**config.mk**
```make
export PLATFORM = sky130hd
export DESIGN_NAME = tcw_front
export DESIGN_NICKNAME = d
export VERILOG_FILES = /design/src/rtl/tcw_pkg.sv /design/src/rtl/tcw_front.sv
export SDC_FILE = /design/constraint.sdc
export NUM_CORES = 1
export LEC_CHECK = 0
export BUFFER_PORTS_ARGS = -buffer_cell sky130_fd_sc_hd__buf_2
export CORE_UTILIZATION = 41
export DETAILED_ROUTE_END_ITERATION = 8
export REMOVE_ABC_BUFFERS = 1
export SLEW_MARGIN = 20
export SYNTH_ARGS = -nofsm -noshare
export SYNTH_HDL_FRONTEND = slang
export SYNTH_SLANG_ARGS = --single-unit
```
**constraint.sdc**
```tcl
create_clock -name clk -period 2.85 [get_ports clk]
set_input_delay 0.57 -clock clk [delete_from_list [all_inputs] [get_ports clk]]
set_output_delay 0.57 -clock clk [all_outputs]
set_load 0.02 [all_outputs]
```
**src/rtl/tcw_pkg.sv**
```systemverilog
package tcw_pkg;

  localparam int COLUMNS     = 80;
  localparam int ROWS        = 25;
  localparam int CELLS       = COLUMNS * ROWS;
  localparam int CHAR_W      = 8;
  localparam int ATTR_W      = 8;
  localparam int CELL_W      = CHAR_W + ATTR_W;
  localparam int ROW_W       = 5;
  localparam int COL_W       = 7;
  localparam int NIBBLE_W    = 4;
  localparam int ADDR_W      = $clog2(CELLS);
  localparam int QUEUE_DEPTH = 2;
  localparam int QPTR_W      = $clog2(QUEUE_DEPTH);
  localparam int QCNT_W      = $clog2(QUEUE_DEPTH + 1);
  localparam int APB_ADDR_W  = 3;
  localparam int APB_DATA_W  = 32;

  localparam logic [CHAR_W-1:0] BLANK_CHAR   = 8'd32;
  localparam logic [CHAR_W-1:0] NEWLINE_CHAR = 8'd10;
  localparam logic [ATTR_W-1:0] RESET_ATTR   = 8'h0F;
  localparam logic [NIBBLE_W-1:0] RESET_FG   = 4'hF;
  localparam logic [NIBBLE_W-1:0] RESET_BG   = 4'h0;

  localparam logic [1:0] OP_PUT   = 2'd0;
  localparam logic [1:0] OP_CLEAR = 2'd1;
  localparam logic [1:0] OP_READ  = 2'd2;

  localparam logic [APB_ADDR_W-3:0] REG_FG = 1'd0;
  localparam logic [APB_ADDR_W-3:0] REG_BG = 1'd1;

  typedef enum logic [2:0] {
    CMD_NOP,
    CMD_PUT,
    CMD_NEWLINE,
    CMD_CLEAR,
    CMD_READ
  } cmd_kind_t;

  typedef struct packed {
    logic [1:0]        opcode;
    logic [CHAR_W-1:0] char_code;
    logic [ROW_W-1:0]  read_row;
    logic [COL_W-1:0]  read_col;
  } item_t;

  typedef struct packed {
    logic [CHAR_W-1:0] cell_char;
    logic [ATTR_W-1:0] cell_color;
    logic [ROW_W-1:0]  cursor_row;
    logic [COL_W-1:0]  cursor_col;
  } result_t;

  typedef struct packed {
    cmd_kind_t         kind;
    logic [CHAR_W-1:0] char_code;
    logic [ROW_W-1:0]  row;
    logic [COL_W-1:0]  col;
  } cmd_t;

  typedef struct packed {
    logic              we;
    logic [ADDR_W-1:0] waddr;
    logic [CELL_W-1:0] wdata;
    logic [ADDR_W-1:0] raddr;
  } ram_req_t;

endpackage

```
**src/rtl/tcw_front.sv**
```systemverilog
module tcw_front (
  input  logic           clk,
  input  logic           rst,
  input  tcw_pkg::item_t item,
  input  logic           item_valid,
  output logic           item_stall,
  output tcw_pkg::cmd_t  head,
  output logic           head_valid,
  input  logic           pop
);
  import tcw_pkg::*;

  cmd_t              entries [QUEUE_DEPTH];
  logic [QPTR_W-1:0] wr_ptr;
  logic [QPTR_W-1:0] rd_ptr;
  logic [QCNT_W-1:0] count;
  cmd_t              cmd;
  logic              push;

  always_comb begin
    cmd.kind      = CMD_NOP;
    cmd.char_code = item.char_code;
    cmd.row       = item.read_row;
    cmd.col       = item.read_col;
    case (item.opcode)
      OP_PUT: begin
        cmd.kind = (item.char_code == NEWLINE_CHAR) ? CMD_NEWLINE : CMD_PUT;
      end
      OP_CLEAR: begin
        cmd.kind = CMD_CLEAR;
      end
      OP_READ: begin
        if (int'(item.read_row) < ROWS && int'(item.read_col) < COLUMNS) begin
          cmd.kind = CMD_READ;
        end
      end
      default: begin
        cmd.kind = CMD_NOP;
      end
    endcase
  end

  assign item_stall = (count == QCNT_W'(QUEUE_DEPTH));
  assign push       = item_valid && !item_stall;
  assign head_valid = (count != '0);
  assign head       = entries[rd_ptr];

  always_ff @(posedge clk) begin
    if (push) begin
      entries[wr_ptr] <= cmd;
    end
  end

  always_ff @(posedge clk) begin
    if (rst) begin
      wr_ptr <= '0;
      rd_ptr <= '0;
      count  <= '0;
    end else begin
      if (push) begin
        wr_ptr <= wr_ptr + 1'b1;
      end
      if (pop) begin
        rd_ptr <= rd_ptr + 1'b1;
      end
      if (push && !pop) begin
        count <= count + 1'b1;
      end else if (pop && !push) begin
        count <= count - 1'b1;
      end
    end
  end

endmodule

```
Word-level counts from Yosys, hierarchy flattened --
Memory sizes are Yosys's and may differ from the RTL's. A register that Yosys moved wholly into a read port is not among the register bits. Cells that the tools add are included.
Cells by class: $add $sub $neg 4, multiply operators 0, div/mod/pow operators 0, order comparisons 2, equal/unequal tests 4, shift-type cells 0, muxes and demuxes 9, bitwise operators 0, reductions and logical operators 10
Operators by type and width (count):
- case mux 3 bit (3 select lines) | 1
- == test 8 x 4 -> 1 bit, second input constant | 1
- less-than comparator 7 bit, second input constant | 1
- 2-to-1 mux 2 bit | 3
- less-than comparator 5 bit, second input constant | 1
- == test 2 bit, second input constant | 2
- logical AND 1 bit | 4
- 2-to-1 mux 1 bit | 4
- nonzero test 2 bit | 2
- logical NOT 1 bit | 3
- 2-to-1 mux 3 bit | 1
- adder 1 bit, second input constant | 2
- adder 2 x 1 -> 2 bit, second input constant | 1
- == test 2 x 1 -> 1 bit, second input constant | 1
- logical NOT 2 bit | 1
- subtractor 2 x 1 -> 2 bit, second input constant | 1
Word-level totals: register bits after elaboration 4, bits in latches 0, RAM bits 46, ROM bits 0, input bits 26, output and inout bits 25, logic and storage cells 33, memories 1
Memories:
- entries | depth 2, bits a word 23, read ports 1, clocked after Yosys merged registers in 1, write ports 1, line tcw_front.sv:13 | cmd_t entries [QUEUE_DEPTH];

Depth between registers and ports, before layout --
depth in word-level cells 7, depth in mapped cells 6, depth with buffers taken out 6

Worst setup path after synthesis --
OpenSTA, ideal clock, no wires.
kind input port to flip-flop, start point input item_valid, end point memory entries[0][0] in the netlist's numbering (enable), setup time 0.378 ns, arrival 1.436 ns, data required time 2.472 ns, setup slack 1.036 ns, cell stages on the path 3, path buffers 0, cells stage by stage inv_1 -> or3_1 -> inv_1
Between the ends: cells in the longest elaborated chain, start to end 3
Ends and longest elaborated chain:
- from (decl) | line tcw_front.sv:5 | input logic item_valid,
- logical AND 1 bit | line tcw_front.sv:44 | assign push = item_valid && !item_stall;
- 2-to-1 mux 1 bit | line tcw_front.sv:49 | if (push) begin
- 2-to-1 mux 1 bit (implied by the code) | line tcw_front.sv:50 | entries[wr_ptr] <= cmd;
- to (decl) | line tcw_front.sv:13
No other way between the ends.

==> results by group <==
Detailed routing
  – M1 WL: 1.37 mm
  – Total number of vias: about 1100
  – First drt pass iteration count: 6
  – Top layer in use: met4
  – DR iter-0 viols: between 60 and 70
  – # DRC: 10
  – WL final: between 3 and 4 mm
  – Final ANT Viol Nets: 0
  – Avg WL per Cell: 15.6 um
  – Met3 routed WL: between 200 and 250 um
  – Met2 WL: between 1.5 and 2 mm
  – Via/cell ratio: 4.91

Global route
  – Largest net degree at the start of global routing: 24
  – Number of global-route vias before repair: ~1200
  – Grt ovf: 0
  – Global-route wire length before repair: around 5.6 mm
  – GR Util All Layers: around 15%
  – Initial antenna violation count: 0

Clocking
  – Clock sink count: 51
  – H-tree level count: 2
  – Clock Latency Late Sink: around 0.3 ns
  – Post-CTS setup buffer count: 0
  – Resized cells post-CTS: 0
  – CTS buffer count: 5
  – CTS Buffer Depth: 2
  – Post-CTS Hold Buffers: 0
  – Clk slew on worst S/H paths: roughly 0.080 ns
  – CTS tree: yes
  – CTS Root Cell: clkbuf_8

Placement
  – Hpwl dp: ~2.4 mm
  – Placed cell area: approximately 2300 um^2
  – Port Buffers: 50
  – GPL Wtd Cong: slightly below 0.7
  – Post-Place Worst Slack: between 0.8 and 0.9 ns

Hold path
  – Hold_sp: item[2]
  – Hold Path Sink: entries[0][2]
  – Hold Crit Class: primary input to register
  – Worst hold path depth: 1

Timing
  – Final Hold Vio Count: 0
  – Final Cycle Share: a little under three quarters
  – Worst-Margin Slew: around 0.53 ns
  – Final worst slack: about 0.82 ns
  – RSZ-0062 raised after global routing: no
  – Tmin final: 2.03 ns
  – Final Setup Violations: 0
  – Max-slew headroom: between 60% and 70%
  – Post-Route Setup TNS: 0 ns
  – Worst Skew: between 0.003 and 0.004 ns
  – Fin. max-slew vios: 0
  – Max Clk Rate: roughly 490 MHz

Synth
  – Syn Area/Cell: around 18 um^2
  – Commonest cells post-synth: edfxtp_1, mux2_2, dfxtp_1
  – Ys async rst share: 0%
  – Library cells used by synthesis: 21
  – Most common cell in the netlist: edfxtp_1
  – Synth top area share: 71.7%
  – Mapped Cells: 105
  – Post-Syn Area: 1930 um^2
  – Top FF cell, synth: edfxtp_1
  – Yosys Warn Count: 0
  – Post-synth EDFFs: 46
  – Post-synthesis sequential area ratio: between 70% and 80%
  – Top cells by area, synth: edfxtp_1, mux2_2, dfxtp_1
  – Post-synth top area cell: edfxtp_1
  – Yosys reg bits: roughly 50

Setup path
  – Critical path type: register to output pin
  – R2R Setup Slk: 1.14 ns
  – CP Launch Type: register
  – Worst r2r src: count[0]
  – CP max-delay cell: mux2_2
  – Worst path cell trace: buf_4, mux2_2, buf_2
  – CP Depth: 3
  – R2R depth: 4
  – Worst path bufs/invs: 2
  – WP data arrival: roughly 1.5 ns
  – Crit path capture type: output pin
  – CP Max Fanout: 23
  – Crit-path leading delay family: buffers and inverters
  – Slowest stage delay, CP: a little under 0.4 ns
  – R2R Path End: entries[1][7]
  – Critical path required time: ~2.3 ns

Cells and area
  – # nets final: 190
  – Register area: 1480 um^2
  – N_diodes: 0
  – Share of cells above drive strength 1: between 50% and 60%
  – Synth-to-layout area growth: 21.2%
  – Fill count: between 300 and 400
  – Final instance area: between 2000 and 2500 um^2
  – Area of the multi-input gates: approximately 420 um^2

Power
  – Leak pwr: 0.000896 uW
  – Maximum VDD drop: 332 uV
  – Pwr dens: 695 nW/um^2

Floorplan
  – Row cnt: 24
  – Core area: 4440 um^2
  – Die X: roughly 71 um
  – Die Y: ~70 um
  – Ports: between 50 and 60
  – Starting Density: between 40% and 50%
  – Die area: about 5000 um^2

Outcome
  – Outcome: finished with violations
  – Violated checks: DRC

Run
  – Max Cap Viol: 0
## layout make-up
class                   instances  area share (%)
well taps                      52            2.79
clock buffers                   6            3.11
multi-input cells              48            18.0
inverters                       4           0.643
flip-flops and latches         51            63.5
repair buffers                 53            11.7
clock inverters                 2           0.322
## worst max path at each step
stage | slack [ns] | to
6_report | 0.82 | head[18]
5_1_grt | 0.75 | head[18]
4_1_cts | 0.80 | head[18]
3_5_place_dp | 0.89 | entries[1][4]
3_3_place_gp | 0.94 | entries[1][11]
2_1_floorplan | 1.04 | entries[0][0]
## cells by family after synthesis
group | Yosys count | share of synthesized area, %
DFF | 51 | 76.9
and+or+nand+nor | 13 | 4.03
adders and majority gates | 1 | 0.649
muxes | 23 | 13.4
AOI/OAI and AO/OA | 8 | 2.34
xor gates and xnor gates | 3 | 1.36
buffers and inverters | 6 | 1.30
## through the flow
stage               utilization (%)  cells  hold slack (ns)  power [uW]
floorplan                         -    103            0.452        1150
global placement               50.7    208            0.474        1250
detailed placement             50.7    208            0.498        1260
CTS                            52.5    216            0.446        1640
global route                   52.5    216            0.443        1700
finish                         52.5    216            0.461        1620
## flip-flops by register name, indices dropped and copies added (netlist names), named ones only
name,flops
count,2
rd_ptr,1
entries,46
wr_ptr,1
## layout by cell type, fill, tap and decap left out, types with 3 or more instances in the layout
cell	synthesis	layout
a21oi_1	3	3
buf_2	2	50
buf_4	0	3
clkbuf_8	0	5
dfxtp_1	5	5
edfxtp_1	46	46
inv_1	4	4
mux2_2	23	23
nor2_1	4	4
o21ai_0	3	3
## power breakdown
| group | total [uW] | internal, uW | switching (uW) |
|---|---|---|---|
| logic | 315 | 126 | 189 |
| clock network | 382 | 168 | 214 |
| registers | 926 | 903 | 23.0 |
| total | 1620 | 1200 | 427 |
## layer usage
layer	up-vias	GRT usage, %
met1	507	16.5
met5	-	0
met3	6	5.56
met2	32	26.5
li1	516	-
met4	0	6.00
(Power assumes the default switching activity.)
