--- config.mk ---
export PLATFORM = sky130hd
export DESIGN_NAME = tcw_back
export DESIGN_NICKNAME = d
export VERILOG_FILES = /design/src/rtl/tcw_pkg.sv /design/src/rtl/tcw_back.sv
export SDC_FILE = /design/constraint.sdc
export NUM_CORES = 1
export LEC_CHECK = 0
export BUFFER_PORTS_ARGS = -buffer_cell sky130_fd_sc_hd__buf_2
export CAP_MARGIN = 20
export CELL_PAD_IN_SITES_DETAIL_PLACEMENT = 1
export CELL_PAD_IN_SITES_GLOBAL_PLACEMENT = 2
export CORE_AREA = 2 2 214 216
export DETAILED_ROUTE_END_ITERATION = 10
export DIE_AREA = 0 0 216 218
export PLACE_DENSITY = 0.85
export SYNTH_ARGS = -nofsm -noshare
export SYNTH_HDL_FRONTEND = slang
export SYNTH_SLANG_ARGS = --single-unit
--- constraint.sdc ---
create_clock -name clk -period 7.6 [get_ports clk]
set_input_delay 0.38 -clock clk [delete_from_list [all_inputs] [get_ports clk]]
set_output_delay 0.38 -clock clk [all_outputs]
set_load 0.1 [all_outputs]
--- src/rtl/tcw_pkg.sv ---
package tcw_pkg;

  localparam int COLUMNS     = 80;
  localparam int ROWS        = 25;
  localparam int CELLS       = COLUMNS * ROWS;
  localparam int CHAR_W      = 8;
  localparam int ATTR_W      = 8;
  localparam int CELL_W      = CHAR_W + ATTR_W;
  localparam int ROW_W       = 5;
  localparam int COL_W       = 7;
  localparam int NIBBLE_W    = 4;
  localparam int ADDR_W      = $clog2(CELLS);
  localparam int QUEUE_DEPTH = 2;
  localparam int QPTR_W      = $clog2(QUEUE_DEPTH);
  localparam int QCNT_W      = $clog2(QUEUE_DEPTH + 1);
  localparam int APB_ADDR_W  = 3;
  localparam int APB_DATA_W  = 32;

  localparam logic [CHAR_W-1:0] BLANK_CHAR   = 8'd32;
  localparam logic [CHAR_W-1:0] NEWLINE_CHAR = 8'd10;
  localparam logic [ATTR_W-1:0] RESET_ATTR   = 8'h0F;
  localparam logic [NIBBLE_W-1:0] RESET_FG   = 4'hF;
  localparam logic [NIBBLE_W-1:0] RESET_BG   = 4'h0;

  localparam logic [1:0] OP_PUT   = 2'd0;
  localparam logic [1:0] OP_CLEAR = 2'd1;
  localparam logic [1:0] OP_READ  = 2'd2;

  localparam logic [APB_ADDR_W-3:0] REG_FG = 1'd0;
  localparam logic [APB_ADDR_W-3:0] REG_BG = 1'd1;

  typedef enum logic [2:0] {
    CMD_NOP,
    CMD_PUT,
    CMD_NEWLINE,
    CMD_CLEAR,
    CMD_READ
  } cmd_kind_t;

  typedef struct packed {
    logic [1:0]        opcode;
    logic [CHAR_W-1:0] char_code;
    logic [ROW_W-1:0]  read_row;
    logic [COL_W-1:0]  read_col;
  } item_t;

  typedef struct packed {
    logic [CHAR_W-1:0] cell_char;
    logic [ATTR_W-1:0] cell_color;
    logic [ROW_W-1:0]  cursor_row;
    logic [COL_W-1:0]  cursor_col;
  } result_t;

  typedef struct packed {
    cmd_kind_t         kind;
    logic [CHAR_W-1:0] char_code;
    logic [ROW_W-1:0]  row;
    logic [COL_W-1:0]  col;
  } cmd_t;

  typedef struct packed {
    logic              we;
    logic [ADDR_W-1:0] waddr;
    logic [CELL_W-1:0] wdata;
    logic [ADDR_W-1:0] raddr;
  } ram_req_t;

endpackage

--- src/rtl/tcw_back.sv ---
module tcw_back (
  input  logic                      clk,
  input  logic                      rst,
  input  tcw_pkg::cmd_t             head,
  input  logic                      head_valid,
  output logic                      pop,
  input  logic [tcw_pkg::ATTR_W-1:0] attr,
  output tcw_pkg::ram_req_t         ram_req,
  input  logic [tcw_pkg::CELL_W-1:0] ram_rdata,
  output tcw_pkg::result_t          result,
  output logic                      result_valid,
  input  logic                      result_stall
);
  import tcw_pkg::*;

  typedef enum logic [3:0] {
    S_IDLE = 4'b0001,
    S_PUT  = 4'b0010,
    S_FILL = 4'b0100,
    S_READ = 4'b1000
  } state_t;

  state_t            state, state_next;
  logic [ROW_W-1:0]  row, row_next;
  logic [COL_W-1:0]  col, col_next;
  logic [ROW_W-1:0]  top, top_next;
  logic [COL_W-1:0]  fill_col, fill_col_next;
  logic [CHAR_W-1:0] put_char;
  logic              row_blank [ROWS];
  logic [ATTR_W-1:0] row_attr [ROWS];
  logic [ROW_W-1:0]  idx;
  logic [ROW_W-1:0]  nl_row;
  logic [ROW_W-1:0]  nl_top;
  logic              nl_scroll;
  logic              scroll;
  logic              clear;
  logic              fill_done;
  logic              load;
  logic              pop_ok;
  result_t           res_next;

  function automatic logic [ROW_W-1:0] phys_of(input logic [ROW_W-1:0] l,
                                               input logic [ROW_W-1:0] t);
    logic [ROW_W:0] s;
    s = {1'b0, l} + {1'b0, t};
    if (s >= (ROW_W+1)'(ROWS)) begin
      s = s - (ROW_W+1)'(ROWS);
    end
    return s[ROW_W-1:0];
  endfunction

  function automatic logic [ADDR_W-1:0] addr_of(input logic [ROW_W-1:0] r,
                                                input logic [COL_W-1:0] c);
    return ADDR_W'(r) * ADDR_W'(COLUMNS) + ADDR_W'(c);
  endfunction

  assign pop_ok = (state == S_IDLE) && head_valid && (!result_valid || !result_stall);
  assign pop    = pop_ok;
  assign idx    = (state == S_IDLE) ? phys_of(head.row, top) : phys_of(row, top);

  always_comb begin
    nl_row    = row;
    nl_top    = top;
    nl_scroll = 1'b0;
    if (int'(row) < ROWS - 1) begin
      nl_row = row + 1'b1;
    end else begin
      nl_scroll = 1'b1;
      nl_top    = (int'(top) == ROWS - 1) ? '0 : top + 1'b1;
    end
  end

  always_comb begin
    state_next    = state;
    row_next      = row;
    col_next      = col;
    top_next      = top;
    fill_col_next = fill_col;
    scroll        = 1'b0;
    clear         = 1'b0;
    fill_done     = 1'b0;
    load          = 1'b0;
    ram_req       = '0;
    res_next      = '0;
    res_next.cursor_row = row;
    res_next.cursor_col = col;
    case (state)
      S_IDLE: begin
        ram_req.raddr = addr_of(idx, head.col);
        if (pop_ok) begin
          case (head.kind)
            CMD_PUT: begin
              if (int'(col) >= COLUMNS) begin
                col_next = '0;
                row_next = nl_row;
                top_next = nl_top;
                scroll   = nl_scroll;
              end
              state_next = S_PUT;
            end
            CMD_NEWLINE: begin
              col_next = '0;
              row_next = nl_row;
              top_next = nl_top;
              scroll   = nl_scroll;
              load     = 1'b1;
              res_next.cursor_row = nl_row;
              res_next.cursor_col = '0;
            end
            CMD_CLEAR: begin
              clear = 1'b1;
              load  = 1'b1;
            end
            CMD_READ: begin
              if (row_blank[idx]) begin
                load = 1'b1;
                res_next.cell_char  = BLANK_CHAR;
                res_next.cell_color = row_attr[idx];
              end else begin
                state_next = S_READ;
              end
            end
            default: begin
              load = 1'b1;
            end
          endcase
        end
      end
      S_PUT: begin
        if (row_blank[idx]) begin
          fill_col_next = '0;
          state_next    = S_FILL;
        end else begin
          ram_req.we    = 1'b1;
          ram_req.waddr = addr_of(idx, col);
          ram_req.wdata = {attr, put_char};
          col_next      = col + 1'b1;
          load          = 1'b1;
          res_next.cursor_col = col + 1'b1;
          state_next    = S_IDLE;
        end
      end
      S_FILL: begin
        ram_req.we    = 1'b1;
        ram_req.waddr = addr_of(idx, fill_col);
        ram_req.wdata = {row_attr[idx], BLANK_CHAR};
        fill_col_next = fill_col + 1'b1;
        if (int'(fill_col) == COLUMNS - 1) begin
          fill_done  = 1'b1;
          state_next = S_PUT;
        end
      end
      S_READ: begin
        load = 1'b1;
        res_next.cell_char  = ram_rdata[CHAR_W-1:0];
        res_next.cell_color = ram_rdata[CELL_W-1:CHAR_W];
        state_next = S_IDLE;
      end
      default: begin
        state_next = S_IDLE;
      end
    endcase
  end

  always_ff @(posedge clk) begin
    if (pop_ok) begin
      put_char <= head.char_code;
    end
    if (load) begin
      result <= res_next;
    end
    fill_col <= fill_col_next;
  end

  always_ff @(posedge clk) begin
    if (rst) begin
      state        <= S_IDLE;
      row          <= '0;
      col          <= '0;
      top          <= '0;
      result_valid <= 1'b0;
    end else begin
      state <= state_next;
      row   <= row_next;
      col   <= col_next;
      top   <= top_next;
      if (load) begin
        result_valid <= 1'b1;
      end else if (!result_stall) begin
        result_valid <= 1'b0;
      end
    end
  end

  always_ff @(posedge clk) begin
    if (rst) begin
      for (int r = 0; r < ROWS; r++) begin
        row_blank[r] <= 1'b1;
        row_attr[r]  <= RESET_ATTR;
      end
    end else if (clear) begin
      for (int r = 0; r < ROWS; r++) begin
        row_blank[r] <= 1'b1;
        row_attr[r]  <= attr;
      end
    end else if (scroll) begin
      row_blank[top] <= 1'b1;
      row_attr[top]  <= attr;
    end else if (fill_done) begin
      row_blank[idx] <= 1'b0;
    end
  end

endmodule

Word level (Yosys, flattened, before mapping)
Memories as Yosys holds them, arrays and structs flattened.
Index checks and enable logic that the tools add are counted.

storage, ports and cells
  register bits after elaboration = 65
  memories = 2
  RAM bits = 225

operators by class
  bitwise logic cells = 50
  $add $sub $neg = 11
  mux-type cells = 123
  $lt $le $gt $ge = 4
  multiply operators = 1
  reduce and logical (&&, ||, !) cells = 15
  equal/unequal tests = 19

memory list
  name       words  bits a word  read ports  clocked after memory_dff  wr ports  RTL line        RTL
  row_attr   25     8            1           0                         25        tcw_back.sv:30  logic [ATTR_W-1:0] row_attr [ROWS];
  row_blank  25     1            1           0                         25        tcw_back.sv:29  logic row_blank [ROWS];

operators with widths
  kind                   count
  $mux W8                26
  $mux W5                12
  $mux W1                58
  $mux W28               2
  $pmux W28 S2           1
  $pmux W7 S2            4
  $or A1 B1 Y1           50
  $add A11 B7 Y11        3
  $pmux W16 S2           1
  $mux W7                4
  $pmux W5 S2            2
  $mux W16               1
  $add A7 B1 Y7 const B  2
  $mux W14               1
  $add A5 B5 Y6          2
  $ge A6 B5 Y1 const B   2
  $mux W12               1
  $mux W4                3
  $pmux W4 S3            1
  $reduce_and A4 Y1      3
  $mux W11               1
  $add A5 B1 Y5 const B  2
  $sub A5 B5 Y5 const B  2
  $ne A2 B2 Y1 const B   4
  other kinds (26)       35

Longest topological paths before layout
  depth after elaboration = 13
  gate-level depth with buffers = 20
  gate-level depth less buffers = 18

Least setup slack after synthesis
No wires, ideal clock.

  path kind = reg2out
  start point = register top[1]
  end point = output ram_req[9] in the netlist's numbering
  path buffers = 2
  data required time = 7220 ps
  setup slack = 663 ps
  data arrival time = 6557 ps
  stages on the path, launching flop included = 17
  cell sequence = dfxtp_1 -> inv_1 -> fa_1 -> ha_1 -> nand3b_1 -> or3b_1 -> o21ai_1 -> nor3_1 -> a211oi_2 -> clkbuf_1 -> clkbuf_1 -> ha_1 -> ha_1 -> fa_1 -> nand2_1 -> or3_1 -> a21oi_1

RTL lines
  item                      RTL line         RTL
  start: declaration        tcw_back.sv:26   logic [ROW_W-1:0] top, top_next;
  start signal: assignment  tcw_back.sv:186  top <= top_next;
  end: declaration          tcw_back.sv:8    output tcw_pkg::ram_req_t ram_req,

==> metrics.csv <==
metric;value;unit
outcome;finished clean;
critical_path_peak_fanout;22;
timing.max_cap.violations;0;
grt_antenna_before_repair;0;
worstPathRequired;7.22;ns
cts.clk_slew.worst_paths;0.06;ns
synth.ff_latch_count;353;
drt_pre_antenna_iters;5;
unrepaired_setup_endpoints_after_global_routing;false;
setup_tns;0;ns
ys_async_sr_fraction;0;
holdPathStages;3;
post_drt_wl_per_cell;22.9;µm
finalWorstPathRequiredPeriod;6.83;ns
antenna_left;0;
power.net_switching;0.00317;W
synth_top_cell_by_area;edfxtp_1;
yosys_warns;0;
final_max_slew_viol_count;0;
tightestPinTransition;1.05;ns
remaining_drc_errors;0;
ctsHtreeMaxLevel;2;
grt_first_pass_wirelength;86000;µm
combPwrFrac;0.418;
worst_ep_arrival_time;6.45;ns
initial_core_utilization;0.396;
ys_top_cells_by_area;edfxtp_1, nand2_1, dfxtp_1, nand3_1, nor2b_1;
crit-reg2reg-capture;result[5];
clock_skew;0.0166;ns
setup_violations;0;
clock_path_buffers;3;
detailroute.via_count;14000;
drive_gt1_frac;0.177;
period_share;0.899;
r2r_cells;18;
timing.critical_path.from_type;register;
end_kind;primary output;
post-cts-setup-buffer-count;0;
chipWidth;216;µm
setup_slack_on_the_worst_flop_to_flop_path;1.38;ns
hold_path_class;in2reg;
hpwlAfterDp;38900;µm
cts_made_buffers;39;
fin_hold_ws;0.0962;ns
synth.distinct_cells;79;
cpMaxStageDelayCell;fa_1;
timing_hold_violations_final;0;
diodes;0;
power.total;0.00715;W
worstSetupStartpoint;top[1];
fin_nets;1947;
critical_path.max_stage_delay;0.63;ns
die_area;47100;µm²
clock_power_share;0.266;
ys_seq_area_frac;0.570;
synth.top_cell.area_share;0.517;
grt_overflow;0;
avgViaCountPerCell;5.64;
leakagePower;7.23;nW
drt_iter0_markers;1165;
routed_wirelength;57000;µm
io_buffers;119;
floorplan.io_pins;120;
setup.worst_path.class;reg2out;
synthFlopType;edfxtp_1;
areaGrowthSynthToFinish;15.2;%
floorplan.core_area;44900;µm²
clock_sinks;353;
cts_tree;built;
synth.most_common_cell;nand2_1;
path_cells;inv_1 > fa_1 > ha_1 > nand3b_1 > or3b_1 > o21ai_1 > nor4_4 > nor3_4 > inv_2 > mux2_4 > o21a_1 > a32o_2 > nor4_4 > buf_4 > and2_4 > o21ai_1 > a31oi_1 > buf_2;
power.sequential.fraction;0.316;
worst_skew_pair.late_latency;0.56;ns
synthCells;1743;
grt_max_degree;134;
via_count_of_the_first_global_routing_pass;14400;
gr-usage-all-layers;0.240;
synth.cells.most_frequent;nand2_1, edfxtp_1, nand3_1, nor2_1, clkbuf_1;
timing.slew.headroom;0.290;
synth-edff-count;306;
internal_power;0.00398;W
power_density;349;nW/µm²
worst_setup_path_endpoint;ram_req[36];
fmaxAchievable;146;MHz
std_cell_rows;78;
crit-reg2reg-launch;top[1];
cts.root.buffer_cell;clkbuf_16;
post_synth.cell_area_avg;10.2;µm²
last_weighted_congestion_value_of_the_routability_driven_placer;0.894;
p_sw_frac;0.443;
fp.dieH;218;µm
mappedNetlistArea;17800;µm²
power.ir.vdd_worst;0.492;mV
mappedNetlistNets;1837;
==> layout by cell type (no fill, tap or decap), drive strengths merged, types with 47 or more instances in the layout <==
master / count
nand2: 352
o21ai: 75
nor2: 116
nand3: 116
or2: 79
clkbuf: 59
dfxtp: 47
edfxtp: 306
a31oi: 63
buf: 162
nor2b: 87
==> per-layer routing <==
metal,vias to the layer above,routed length (µm),track usage,share of wire
met5,-,0,0,0
met4,0,1860,0.0849,0.033
met3,100,2630,0.0331,0.046
met2,350,28500,0.418,0.50
met1,7077,24000,0.307,0.42
li1,6476,-,-,-
==> flip-flops by register name, indices dropped and copies added, names as in the netlist <==
register	count
row	5
top	5
row_blank	32
state	4
result_valid	1
col	7
fill_col	7
put_char	8
row_attr	256
result	28
==> worst max-delay path, delay by kind of cell, from the launching register on <==
family / cells / cell delay [ns]
mux: 1 / 0.38
flops: 1 / 0.57
compound gates: 5 / 1.12
fa+ha+maj: 2 / 0.95
buf+inv: 4 / 1.33
simple gates: 6 / 1.52
==> how the worst min path moves through the flow <==
stage | slack [ns] | to | start
final | 0.1 | result[25] | ram_rdata[5]
after global routing | 0.08 | result[22] | ram_rdata[2]
after CTS | 0.07 | result[25] | ram_rdata[5]
after detailed placement | 0.50 | row_blank[5] | row_blank[5]
after global placement | 0.49 | row_blank[24] | row_blank[24]
after floorplan | 0.47 | row_blank[24] | row_blank[24]
==> power by group through the flow <==
stage / clock network [W] / registers, W / logic [W]
floorplan: 0 / 0.00257 / 0.00190
global placement: 0 / 0.00230 / 0.00292
detailed placement: 0 / 0.00230 / 0.00297
CTS: 0.00193 / 0.00226 / 0.00299
global route: 0.00201 / 0.00227 / 0.00317
finish: 0.00191 / 0.00226 / 0.00299
==> cell families after synthesis <==
| kind of cell | after synthesis | synth area share |
|---|---|---|
| AOI/OAI and AO/OA | 267 | 0.0962 |
| xor gates and xnor gates | 29 | 0.0147 |
| adders and majority gates | 43 | 0.0328 |
| buffers and inverters | 130 | 0.0285 |
| DFF | 353 | 0.570 |
| muxes | 15 | 0.00901 |
| and+or+nand+nor | 906 | 0.249 |
==> per-stage QoR <==
stage               worst slack [ns]  instances  instance area, µm²   util
floorplan                      0.663       1743               17800      -
global placement                1.62       2388               19000  0.424
detailed placement              1.40       2395               19100  0.425
CTS                            0.791       2475               20400  0.455
global route                   0.392       2484               20500  0.456
finish                         0.770       2484               20500  0.456
==> final cells by class <==
cell class,count,area (µm²)
clock inverters,16,179
flip-flops and latches,353,10100
well taps,600,751
fillers,5010,24400
clock buffers,56,1090
repair buffers,173,1030
inverters,26,100
multi-input cells,1260,7200
==> what timing repair did <==
item / 4_1_cts / 5_1_grt
resized for setup: 0 / 0
hold buffers: 8 / 0
endpoints found under the hold margin: 8 / 0
endpoints found under the setup margin: 0 / 0
Note: power is estimated with default switching activity, not from simulation.
